## src/design/mvs_pkg.sv

```systemverilog
// Package for the memory value scanner: payload types, register indexes,
// value type codes and reset constants. No dependencies.
package mvs_pkg;

    localparam int COUNT_BITS = 11;

    localparam logic [31:0] START_ADDRESS = 32'h0800_0000;
    localparam logic [10:0] DEFAULT_LIMIT = 11'd1001;
    localparam logic [COUNT_BITS-1:0] COUNT_MAX = {COUNT_BITS{1'b1}};

    typedef enum logic [1:0] {
        T_U8  = 2'd0,
        T_U16 = 2'd1,
        T_U32 = 2'd2,
        T_F32 = 2'd3
    } t_value_type;

    typedef enum logic [2:0] {
        REG_VALUE_TYPE   = 3'd0,
        REG_MATCH_VALUE  = 3'd1,
        REG_USE_RANGE    = 3'd2,
        REG_RANGE_LOWER  = 3'd3,
        REG_RANGE_UPPER  = 3'd4,
        REG_BASE_ADDRESS = 3'd5,
        REG_RESULT_LIMIT = 3'd6,
        REG_UNUSED       = 3'd7
    } t_reg_index;

    typedef struct packed {
        logic [7:0] data_byte;
        logic       last_byte;
    } t_in_item;

    typedef struct packed {
        logic [31:0] match_address;
        logic        is_match;
        logic        scan_done;
        logic        limit_reached;
    } t_out_item;

    // Compare settings handed to the compare unit
    typedef struct packed {
        t_value_type value_type;
        logic [31:0] match_value;
        logic        use_range;
        logic [31:0] range_lower;
        logic [31:0] range_upper;
    } t_cmp_cfg;

endpackage

```

## src/design/memory_value_search_top.sv

```systemverilog
// Top level of the memory value scanner: configuration registers, scan state
// and the registered result stage. Depends on mvs_pkg and mvs_compare.
// A result is registered and appears in the cycle after its byte is accepted.
// Throughput: one byte per cycle, set by the single compare and count stage,
// except while the output register holds a result under stall; input stalls
// only then. Reset clears scan state and loads register defaults (base
// 0x08000000, limit 1001).
module memory_value_search_top (
    input  logic                i_clk,
    input  logic                i_rst_n,
    input  logic                i_valid,
    output logic                o_stall,
    input  mvs_pkg::t_in_item   i_item,
    output logic                o_valid,
    input  logic                i_stall,
    output mvs_pkg::t_out_item  o_item,
    input  logic                i_cfg_we,
    input  logic [2:0]          i_cfg_index,
    input  logic [31:0]         i_cfg_data
);
    import mvs_pkg::*;

    t_cmp_cfg r_cmp;
    logic [31:0] r_base;
    logic [10:0] r_limit;

    logic [23:0]           r_window;
    logic [31:0]           r_seen;
    logic [COUNT_BITS-1:0] r_count;
    logic                  r_stopped;
    logic                  r_out_valid;
    t_out_item             r_out;

    logic                  accept;
    logic                  cmp_hit;
    logic                  hit;
    logic [COUNT_BITS-1:0] n_count;
    logic                  n_stopped;
    logic [10:0]           lim;
    logic [31:0]           back;
    logic                  emit;

    // Register writes
    always_ff @(posedge i_clk) begin
        if (!i_rst_n) begin
            r_cmp   <= '0;
            r_base  <= START_ADDRESS;
            r_limit <= DEFAULT_LIMIT;
        end else if (i_cfg_we) begin
            unique case (t_reg_index'(i_cfg_index))
                REG_VALUE_TYPE:   r_cmp.value_type  <= t_value_type'(i_cfg_data[1:0]);
                REG_MATCH_VALUE:  r_cmp.match_value <= i_cfg_data;
                REG_USE_RANGE:    r_cmp.use_range   <= i_cfg_data[0];
                REG_RANGE_LOWER:  r_cmp.range_lower <= i_cfg_data;
                REG_RANGE_UPPER:  r_cmp.range_upper <= i_cfg_data;
                REG_BASE_ADDRESS: r_base            <= i_cfg_data;
                REG_RESULT_LIMIT: r_limit           <= i_cfg_data[10:0];
                default: ;
            endcase
        end
    end

    mvs_compare u_cmp (
        .i_cfg    (r_cmp),
        .i_window (r_window),
        .i_byte   (i_item.data_byte),
        .i_seen   (r_seen),
        .o_hit    (cmp_hit)
    );

    assign o_stall = r_out_valid && i_stall;
    assign accept  = i_valid && !o_stall;
    assign hit     = cmp_hit && !r_stopped;
    assign emit    = hit || i_item.last_byte;

    // Count matches, decide the stop and pick the address offset for the type
    always_comb begin
        lim       = (r_limit == 11'd0) ? 11'd1 : r_limit;
        n_count   = r_count;
        n_stopped = r_stopped;
        if (hit) begin
            if (r_count != COUNT_MAX)
                n_count = r_count + COUNT_BITS'(1);
            if ((32'(n_count) >= 32'(lim)) || (n_count == COUNT_MAX))
                n_stopped = 1'b1;
        end
        unique case (r_cmp.value_type)
            T_U8:    back = 32'd0;
            T_U16:   back = 32'd1;
            default: back = 32'd3;
        endcase
    end

    // Advance scan state
    always_ff @(posedge i_clk) begin
        if (!i_rst_n) begin
            r_window  <= '0;
            r_seen    <= '0;
            r_count   <= '0;
            r_stopped <= 1'b0;
        end else if (accept) begin
            if (i_item.last_byte) begin
                r_window  <= '0;
                r_seen    <= '0;
                r_count   <= '0;
                r_stopped <= 1'b0;
            end else begin
                r_window  <= (r_seen == 32'hFFFF_FFFF) ? 24'd0
                             : {r_window[15:0], i_item.data_byte};
                r_seen    <= r_seen + 32'd1;
                r_count   <= n_count;
                r_stopped <= n_stopped;
            end
        end
    end

    // Result register
    always_ff @(posedge i_clk) begin
        if (!i_rst_n) begin
            r_out_valid <= 1'b0;
        end else if (!o_stall) begin
            r_out_valid <= accept && emit;
        end
    end

    always_ff @(posedge i_clk) begin
        if (accept && emit) begin
            r_out.match_address <= hit ? (r_base + r_seen - back) : 32'd0;
            r_out.is_match      <= hit;
            r_out.scan_done     <= i_item.last_byte;
            r_out.limit_reached <= n_stopped;
        end
    end

    assign o_valid = r_out_valid;
    assign o_item  = r_out;

    // A stalled result must not be replaced
    a_hold: assert property (@(posedge i_clk) disable iff (!i_rst_n)
        (o_valid && i_stall) |=> (o_valid && $stable(o_item)))
        else $error("result changed under stall");

    // A reported address is nonzero only on a match
    a_addr: assert property (@(posedge i_clk) disable iff (!i_rst_n)
        (o_valid && !o_item.is_match) |-> (o_item.match_address == 32'd0))
        else $error("address without match");

    // Scan state clears after a last byte
    a_clear: assert property (@(posedge i_clk) disable iff (!i_rst_n)
        (accept && i_item.last_byte) |=> (r_seen == 32'd0 && !r_stopped))
        else $error("scan state not cleared");

endmodule

```

## src/design/mvs_compare.sv

```systemverilog
// Value compare for the memory value scanner: integer and float32 tests of
// the value that ends at the current byte. Depends on mvs_pkg.
module mvs_compare (
    input  mvs_pkg::t_cmp_cfg i_cfg,
    input  logic [23:0]       i_window,
    input  logic [7:0]        i_byte,
    input  logic [31:0]       i_seen,
    output logic              o_hit
);
    import mvs_pkg::*;

    logic [31:0] v;
    logic        lo_le_hi;
    logic        v_ge_lo;
    logic        v_lt_hi;
    logic        v_le_lo;
    logic        v_gt_hi;
    logic        f_hit;

    // NaN: exponent all ones, mantissa nonzero
    function automatic logic is_nan(input logic [31:0] a);
        is_nan = (a[30:23] == 8'hFF) && (a[22:0] != 23'd0);
    endfunction

    // a < b for non-NaN floats, with -0 == +0
    function automatic logic f_lt(input logic [31:0] a, input logic [31:0] b);
        logic both_zero;
        both_zero = (a[30:0] == 31'd0) && (b[30:0] == 31'd0);
        if (both_zero)
            f_lt = 1'b0;
        else if (a[31] != b[31])
            f_lt = a[31];
        else if (!a[31])
            f_lt = a[30:0] < b[30:0];
        else
            f_lt = a[30:0] > b[30:0];
    endfunction

    function automatic logic f_eq(input logic [31:0] a, input logic [31:0] b);
        f_eq = (a == b) || ((a[30:0] == 31'd0) && (b[30:0] == 31'd0));
    endfunction

    assign v = {i_byte, i_window[7:0], i_window[15:8], i_window[23:16]};

    // Float tests; NaN on either side fails every compare
    always_comb begin
        lo_le_hi = !f_lt(i_cfg.range_upper, i_cfg.range_lower);
        v_ge_lo  = !f_lt(v, i_cfg.range_lower);
        v_lt_hi  = f_lt(v, i_cfg.range_upper);
        v_le_lo  = !f_lt(i_cfg.range_lower, v);
        v_gt_hi  = f_lt(i_cfg.range_upper, v);
        if (is_nan(v)) begin
            f_hit = 1'b0;
        end else if (!i_cfg.use_range) begin
            f_hit = !is_nan(i_cfg.match_value) && f_eq(v, i_cfg.match_value);
        end else if (is_nan(i_cfg.range_lower) || is_nan(i_cfg.range_upper)) begin
            f_hit = 1'b0;
        end else if (lo_le_hi) begin
            f_hit = v_ge_lo && v_lt_hi;
        end else begin
            f_hit = v_le_lo && v_gt_hi;
        end
    end

    // Pick the test for the configured type
    always_comb begin
        unique case (i_cfg.value_type)
            T_U8:  o_hit = i_byte == i_cfg.match_value[7:0];
            T_U16: o_hit = (i_seen != 32'd0)
                        && ({i_byte, i_window[7:0]} == i_cfg.match_value[15:0]);
            T_U32: o_hit = (i_seen >= 32'd3) && (v == i_cfg.match_value);
            default: o_hit = (i_seen >= 32'd3) && f_hit;
        endcase
    end

endmodule
```

## config.mk

```make
export PLATFORM = sky130hd
export DESIGN_NAME = memory_value_search_top
export DESIGN_NICKNAME = d
export VERILOG_FILES = /design/src/design/mvs_pkg.sv /design/src/design/memory_value_search_top.sv /design/src/design/mvs_compare.sv
export SDC_FILE = /design/constraint.sdc
export NUM_CORES = 1
export LEC_CHECK = 0
export BUFFER_PORTS_ARGS = -buffer_cell sky130_fd_sc_hd__buf_2
export CAP_MARGIN = 10
export CORE_MARGIN = 1.5
export CORE_UTILIZATION = 56
export DETAILED_ROUTE_END_ITERATION = 8
export PLACE_DENSITY = 0.77
export SYNTH_ARGS = -nofsm -noshare
export SYNTH_HDL_FRONTEND = slang
export SYNTH_HIERARCHICAL = 1
export SYNTH_SLANG_ARGS = --single-unit
export TNS_END_PERCENT = 1
```

## constraint.sdc

```tcl
create_clock -name i_clk -period 4.4 [get_ports i_clk]
set_input_delay 0.44 -clock i_clk [delete_from_list [all_inputs] [get_ports i_clk]]
set_output_delay 0.44 -clock i_clk [all_outputs]
set_load 0.02 [all_outputs]
```

**Word level (Yosys, flattened, before mapping)**

Index checks and enable logic that the tools add are counted.

- Reduce and logical (&&, ||, !) cells: 48
- Add/sub/neg operators: 4
- Eq/ne operators: 23
- Mux-type cells: 32
- Magnitude comparators: 12

Operators by type and width:

| operator | count |
|---|---|
| 31-bit greater-than comparator | 5 |
| 31-bit < comparator | 5 |
| 31-bit zero test | 4 |
| 23-bit nonzero test | 4 |
| 11-bit two-way mux | 5 |
| 24-bit two-way mux | 2 |
| 32-bit by 1-bit adder with 32-bit output, second input constant | 1 |
| 32-bit adder | 1 |
| 32-bit equality test | 1 |
| 32-bit equality test, second input constant | 1 |
| 8-bit equality test, second input constant | 4 |
| 32-bit by 2-bit greater-or-equal comparator with 1-bit output, second input constant | 1 |
| 32-bit two-way mux | 1 |
| 32-bit nonzero test | 1 |
| 32-bit subtractor | 1 |
| 1-bit two-way mux | 22 |
| 1-bit logical AND | 18 |
| 16-bit equality test | 1 |
| 2-bit AND reduction | 8 |
| 11-bit by 1-bit adder with 11-bit output, second input constant | 1 |
| 11-bit equality test, second input constant | 1 |
| 11-bit greater-or-equal comparator | 1 |
| 11-bit zero test | 1 |
| 11-bit inequality test, second input constant | 1 |
| 14 further kinds | 28 |

- Input port bits: 49
- Output and inout port bits: 37
- Word-level logic and storage cells: 135
- Register bits: 246

**Depth between registers and ports, before layout**

- Word-level depth: 19
- Mapped depth: 17
- Depth with buffers taken out: 15

**Cells and area by module**

Netlist, hierarchy kept.

Modules (own cells, without submodules):

| module | area an instance (um^2) | seq. area each (um^2) | cells an instance | times used |
|---|---|---|---|---|
| memory_value_search_top | 12,271.8 | 5,275.1 | 1,461 | 1 |
| mvs_compare | 3,573.4 | 0.0 | 495 | 1 |

**Worst setup path after synthesis**

No wires, ideal clock.

- Path kind: input port to flip-flop
- From: in i_item[6] in the netlist's numbering
- To: reg r_out, in the netlist o_item[0], enable pin
- Library setup time: 0.390 ns
- Setup slack: 0.143 ns
- Required time: 4.010 ns
- Stages on the path: 15
- Path buffers: 2
- Data arrival time: 3.867 ns
- Path through: clkbuf_1 -> inv_1 -> ha_1 -> nand4_1 -> nor4_2 -> nand2_1 -> a22o_1 -> a211oi_1 -> o221ai_1 -> a221oi_2 -> nand2b_1 -> inv_1 -> o21ai_0 -> clkbuf_1 -> inv_1

- Word-level cells in the longest chain between the ends: 15
- Elaborated cells between the ends (all ways): 46
- Those cells by class: 8 x order compare; 4 x eq/ne; 17 x mux; 17 x reduce/logical

Ends and longest elaborated chain:

| what | RTL line | text |
|---|---|---|
| start: declaration | memory_value_search_top.sv:13 | `input mvs_pkg::t_in_item i_item,` |
| 31-bit < comparator / 31-bit greater-than comparator (equally long branches) | mvs_compare.sv:34, mvs_compare.sv:36 |  |
| 1-bit two-way mux | mvs_compare.sv:33 | `else if (!a[31])` |
| 1-bit two-way mux | mvs_compare.sv:31 | `else if (a[31] != b[31])` |
| 1-bit two-way mux | mvs_compare.sv:29 | `if (both_zero)` |
| 1-bit zero test, on equally long branches | mvs_compare.sv:48, mvs_compare.sv:50 |  |
| 1-bit logical AND, on equally long branches | mvs_compare.sv:59, mvs_compare.sv:61 |  |
| 1-bit two-way mux | mvs_compare.sv:58 | `end else if (lo_le_hi) begin` |
| 1-bit two-way mux | mvs_compare.sv:56 | `end else if (is_nan(i_cfg.range_lower) \|\| is_nan(i_cfg.range_upper)) begin` |
| 1-bit two-way mux | mvs_compare.sv:54 | `end else if (!i_cfg.use_range) begin` |
| 1-bit two-way mux | mvs_compare.sv:52 | `if (is_nan(v)) begin` |
| 1-bit logical AND | mvs_compare.sv:72 | `default: o_hit = (i_seen >= 32'd3) && f_hit;` |
| 1-bit case mux with 3 select lines * | mvs_compare.sv:67 | `unique case (i_cfg.value_type)` |
| named net cmp_hit | memory_value_search_top.sv:35 | `logic cmp_hit;` |
| 1-bit logical AND * | memory_value_search_top.sv:73 | `assign hit = cmp_hit && !r_stopped;` |
| 1-bit logical OR * | memory_value_search_top.sv:74 | `assign emit = hit \|\| i_item.last_byte;` |
| 1-bit logical AND * | memory_value_search_top.sv:127 | `if (accept && emit) begin` |
| end: declaration | memory_value_search_top.sv:32 | `t_out_item r_out;` |

Mark *: on every way through the listed nets, which the timed path passes. The rest lies on a longest branch.
A chain may end at the register's enable or synchronous reset.

**Final worst setup path**

- From: reg r_window[10]
- To: reg r_out, in the netlist o_item[27], data pin

- Word-level cells in the longest chain between the ends: 13
- Elaborated cells between the ends (all ways): 41
- Those cells by class: 8 x order compare; 1 x eq/ne; 17 x mux; 15 x reduce/logical

Ends and longest elaborated chain:

| what | RTL line | text |
|---|---|---|
| start: declaration | memory_value_search_top.sv:27 | `logic [23:0] r_window;` |
| start signal: assignment | memory_value_search_top.sv:108 | `r_window <= (r_seen == 32'hFFFF_FFFF) ? 24'd0` |
| 31-bit < comparator / 31-bit greater-than comparator (equally long branches) | mvs_compare.sv:34, mvs_compare.sv:36 |  |
| 1-bit two-way mux | mvs_compare.sv:33 |  |
| 1-bit two-way mux | mvs_compare.sv:31 |  |
| 1-bit two-way mux | mvs_compare.sv:29 |  |
| 1-bit zero test, on equally long branches | mvs_compare.sv:48, mvs_compare.sv:50 |  |
| 1-bit logical AND, on equally long branches | mvs_compare.sv:59, mvs_compare.sv:61 |  |
| 1-bit two-way mux | mvs_compare.sv:58 |  |
| 1-bit two-way mux | mvs_compare.sv:56 |  |
| 1-bit two-way mux | mvs_compare.sv:54 |  |
| 1-bit two-way mux | mvs_compare.sv:52 |  |
| 1-bit logical AND | mvs_compare.sv:72 |  |
| 1-bit case mux with 3 select lines * | mvs_compare.sv:67 |  |
| named net cmp_hit | memory_value_search_top.sv:35 |  |
| 1-bit logical AND * | memory_value_search_top.sv:73 |  |

Marks and branches as above.

==> impl_results.md <==
- Cell area after placement: 16700 µm²
- Initial antenna violation count: 0
- Total congestion overflow: 0
- Initial core utilization: 57.0%
- Global-route wire length before repair: 69100 µm
- Top_reg_cell synth: dfxtp_1
- Total I/O pin count: 86
- Hold_buf cts: 0
- Final slew viol count: 0
- Post-synthesis sequential area ratio: 33.3%
- Final #Nets: 2235
- Area Overhead vs Synth: 10.9%
- Psw: 1.47 mW
- Ratio of cells with drive above 1 in the final layout: 9.18%
- Crit path buffers/inverters: 3
- Post-Syn Area: 15800 µm²
- Post-synth EDFFs: 35
- Setup crit start kind: flip-flop
- CTS Buffer Depth: 3
- DRC violations left: 0
- Power share of the sequential group: 43.3%
- Routed WL: 43300 µm
- GPL Wtd Cong: 1.01
- Internal reg-to-reg setup slack: 0.36 ns
- Max rail drop VDD: 0.000308 V
- Worst Max-Slew Pin Slew: 1.24 ns
- Final Hold Viols: 0
- Max-cap violations: 0
- Netlist cell types: 72
- Highest cell delay on the worst timing path: 0.54 ns
- Root Driver: clkbuf_16
- F_max: 0.247 GHz
- Kind of cell adding the most delay to the critical path: simple AND/OR/NAND/NOR gates
- Clk slew on worst S/H paths: 0.06 ns
- Rel. slew slack: 17.3%
- Mapped Nets: 2174
- Post-CTS sizing: 0
- Synthesized instance count: 1956
- 1st-iter DRT viols: 1122
- Int Pwr: 4.00 mW
- Share of the synthesized area in the top cell type: 26.7%
- Sw Ratio: 26.8%
- Hold Crit Depth: 1
- Inserted Diodes: 0
- Period utilization: 91.9%
- Wire per inst: 17.9 µm
- CTS tree: built
- Area leader, netlist: dfxtp_1
- Drt pass-1 iters: 5
- Setup TNS: 0 ns
- Register area: 5280 µm²
- Min Hold Slack: 0.175 ns
- FILL cells: 2533
- Skew final: 0.0102 ns
- Chip height: 171 µm
- DP HPWL: 32900 µm
- Worst EP arrival: 4.44 ns
- Leak: 7.29 nW
- Vias: 14100
- CP max FO: 29
- Top cells by area, synth: dfxtp_1 (27%), ha_1 (13%), nand2_1 (8.5%)
- Clock sinks: 246
- Total GRT Usage: 29.7%
- CP Class: flip-flop to flip-flop
- CTS buffer count: 27
- Logic pwr share: 14.3%
- Post-synth ARST share: 0%
- Synthesis-stage register bit count: 246
- FF-to-FF path depth: 14
- Worst path depth: 14
- Vias in the first global route: 13100
- Worst hold start: i_item[0]
- Yosys warning count: 6
- Post-route minimum period: 4.04 ns
- Worst setup path end: o_item[27]
- CTS H-tree lvls: 1
- Input/output buffers: 85
- Largest net degree at the start of global routing: 96
- Pre-CTS WS: 0.447 ns
- Post-route cell area: 17600 µm²
- Routed Antenna Nets: 0
- Power density over the cells: 311 nW/µm²
- Final setup margin: 0.356 ns
- RSZ-0062 raised after global routing: no
- Critical path's slowest cell: nor4_2
- Die area: 29300 µm²
- Final setup viols: 0
- Crit. Startpoint: r_window[10]
- Die X: 171 µm
- Critical path required time: 4.79 ns
- Avg Cell Area, Syn: 8.10 µm²
- Setup Buffers After CTS: 0
- Rows: 61
- Critical R2R Capture: o_item[27]
- Hold Crit Class: primary input to flip-flop
- Outcome: complete, no violations
- Avg Vias per Cell: 5.82
- Worst skew pair latency: 0.55 ns
- Crit path cell chain: inv_1 -> ha_1 -> nand4_1 -> nor4_2 -> nand2_1 -> a22o_1 -> a211oi_1 -> o221ai_1 -> a221oi_2 -> buf_4 -> nand2b_1 -> buf_12 -> or4_1 -> o211ai_1
- Core area: 27800 µm²
- Multi-input logic area: 9470 µm²
- CP endpoint kind: flip-flop
- Worst r2r src: r_window[10]
- Clock power frac: 42.3%
==> worst min-delay path by stage <==
stage	endpoint
floorplan	r_limit[0]
CTS	o_item[1]
global route	o_item[1]
global placement	r_base[16]
detailed placement	r_base[5]
finish	o_item[1]
==> layout make-up <==
class	instances	area share (%)
multi-input cells	1418	53.9
well taps	378	2.69
clock buffers	40	4.54
inverters	213	4.55
flip-flops and latches	246	30.0
clock inverters	10	0.612
repair buffers	111	3.69
==> placed cells by master (no fill, tap or decap), types with 10 or more instances in the layout <==
cell type,instances
inv_1,213
nand2b_1,10
a22oi_1,11
buf_2,84
nor3_1,33
o211ai_1,14
nor2b_1,18
buf_4,25
clkbuf_16,27
a21oi_1,74
nand2_1,360
a21o_1,15
a22o_1,25
nand3_1,26
nand4_1,53
nor2_1,90
xnor2_1,55
a21boi_0,139
edfxtp_1,35
dfxtp_1,211
nor4_1,56
ha_1,167
o21a_1,14
xor2_1,51
a31oi_1,10
o21ai_0,38
==> metal layers <==
layer / part of all wire (%) / global-route usage, % / vias to the layer above
li1: - / - / 6916
met1: 44 / 38.6 / 6643
met2: 48 / 52.1 / 406
met3: 4.8 / 2.78 / 91
met4: 3.0 / 8.92 / 0
met5: 0 / 0 / -
==> Yosys cell counts, drive strengths merged, types with 35 or more instances <==
cell type  number
nor2           92
xnor2          55
o21ai          46
a21oi          77
xor2           51
nand2         360
nand4          53
ha            167
nor4           59
nor3           35
edfxtp         35
a21boi        140
dfxtp         211
clkbuf         76
inv           213
==> logic make-up (layout without fill, tap and decap cells) <==
family | after synthesis | count (layout) | share of synthesized area, %
and+or+nand+nor | 713 | 713 | 21.1
muxes | 9 | 9 | 0.569
DFF | 246 | 246 | 33.3
xor gates and xnor gates | 106 | 106 | 5.86
buffers and inverters | 292 | 374 | 7.01
AOI/OAI and AO/OA | 421 | 421 | 18.7
adders and majority gates | 169 | 169 | 13.4
==> worst register-to-register path, delay by kind of cell (launching register included) <==
| kind | cells | cell delay [ns] |
|---|---|---|
| AO/OA/AOI/OAI | 5 | 1.13 |
| flip-flops | 1 | 0.49 |
| buffers and inverters | 3 | 0.49 |
| adder cells (fa/ha/maj) | 1 | 0.34 |
| AND/OR/NAND/NOR | 5 | 1.45 |
==> through the flow <==
stage / total power [mW] / utilization (%) / instances
after floorplan: 2.94 / - / 1956
after global placement: 3.17 / 60.0 / 2366
after detailed placement: 3.18 / 60.0 / 2366
after CTS: 5.49 / 63.2 / 2416
after global routing: 5.66 / 63.2 / 2416
final: 5.46 / 63.2 / 2416
==> state kept, by name, indices dropped and copies added, names as in the netlist <==
signal / cells
o_item: 35
o_valid: 1
r_base: 32
r_cmp: 99
r_count: 11
r_limit: 11
r_seen: 32
r_stopped: 1
r_window: 24
==> power groups by stage <==
stage | Clock (mW) | Combinational (mW) | Sequential [mW]
2_1_floorplan | 0 | 0.526 | 2.42
3_3_place_gp | 0 | 0.751 | 2.42
3_5_place_dp | 0 | 0.765 | 2.42
4_1_cts | 2.35 | 0.770 | 2.37
5_1_grt | 2.43 | 0.859 | 2.37
6_report | 2.31 | 0.783 | 2.37
(Power assumes the default switching activity.)
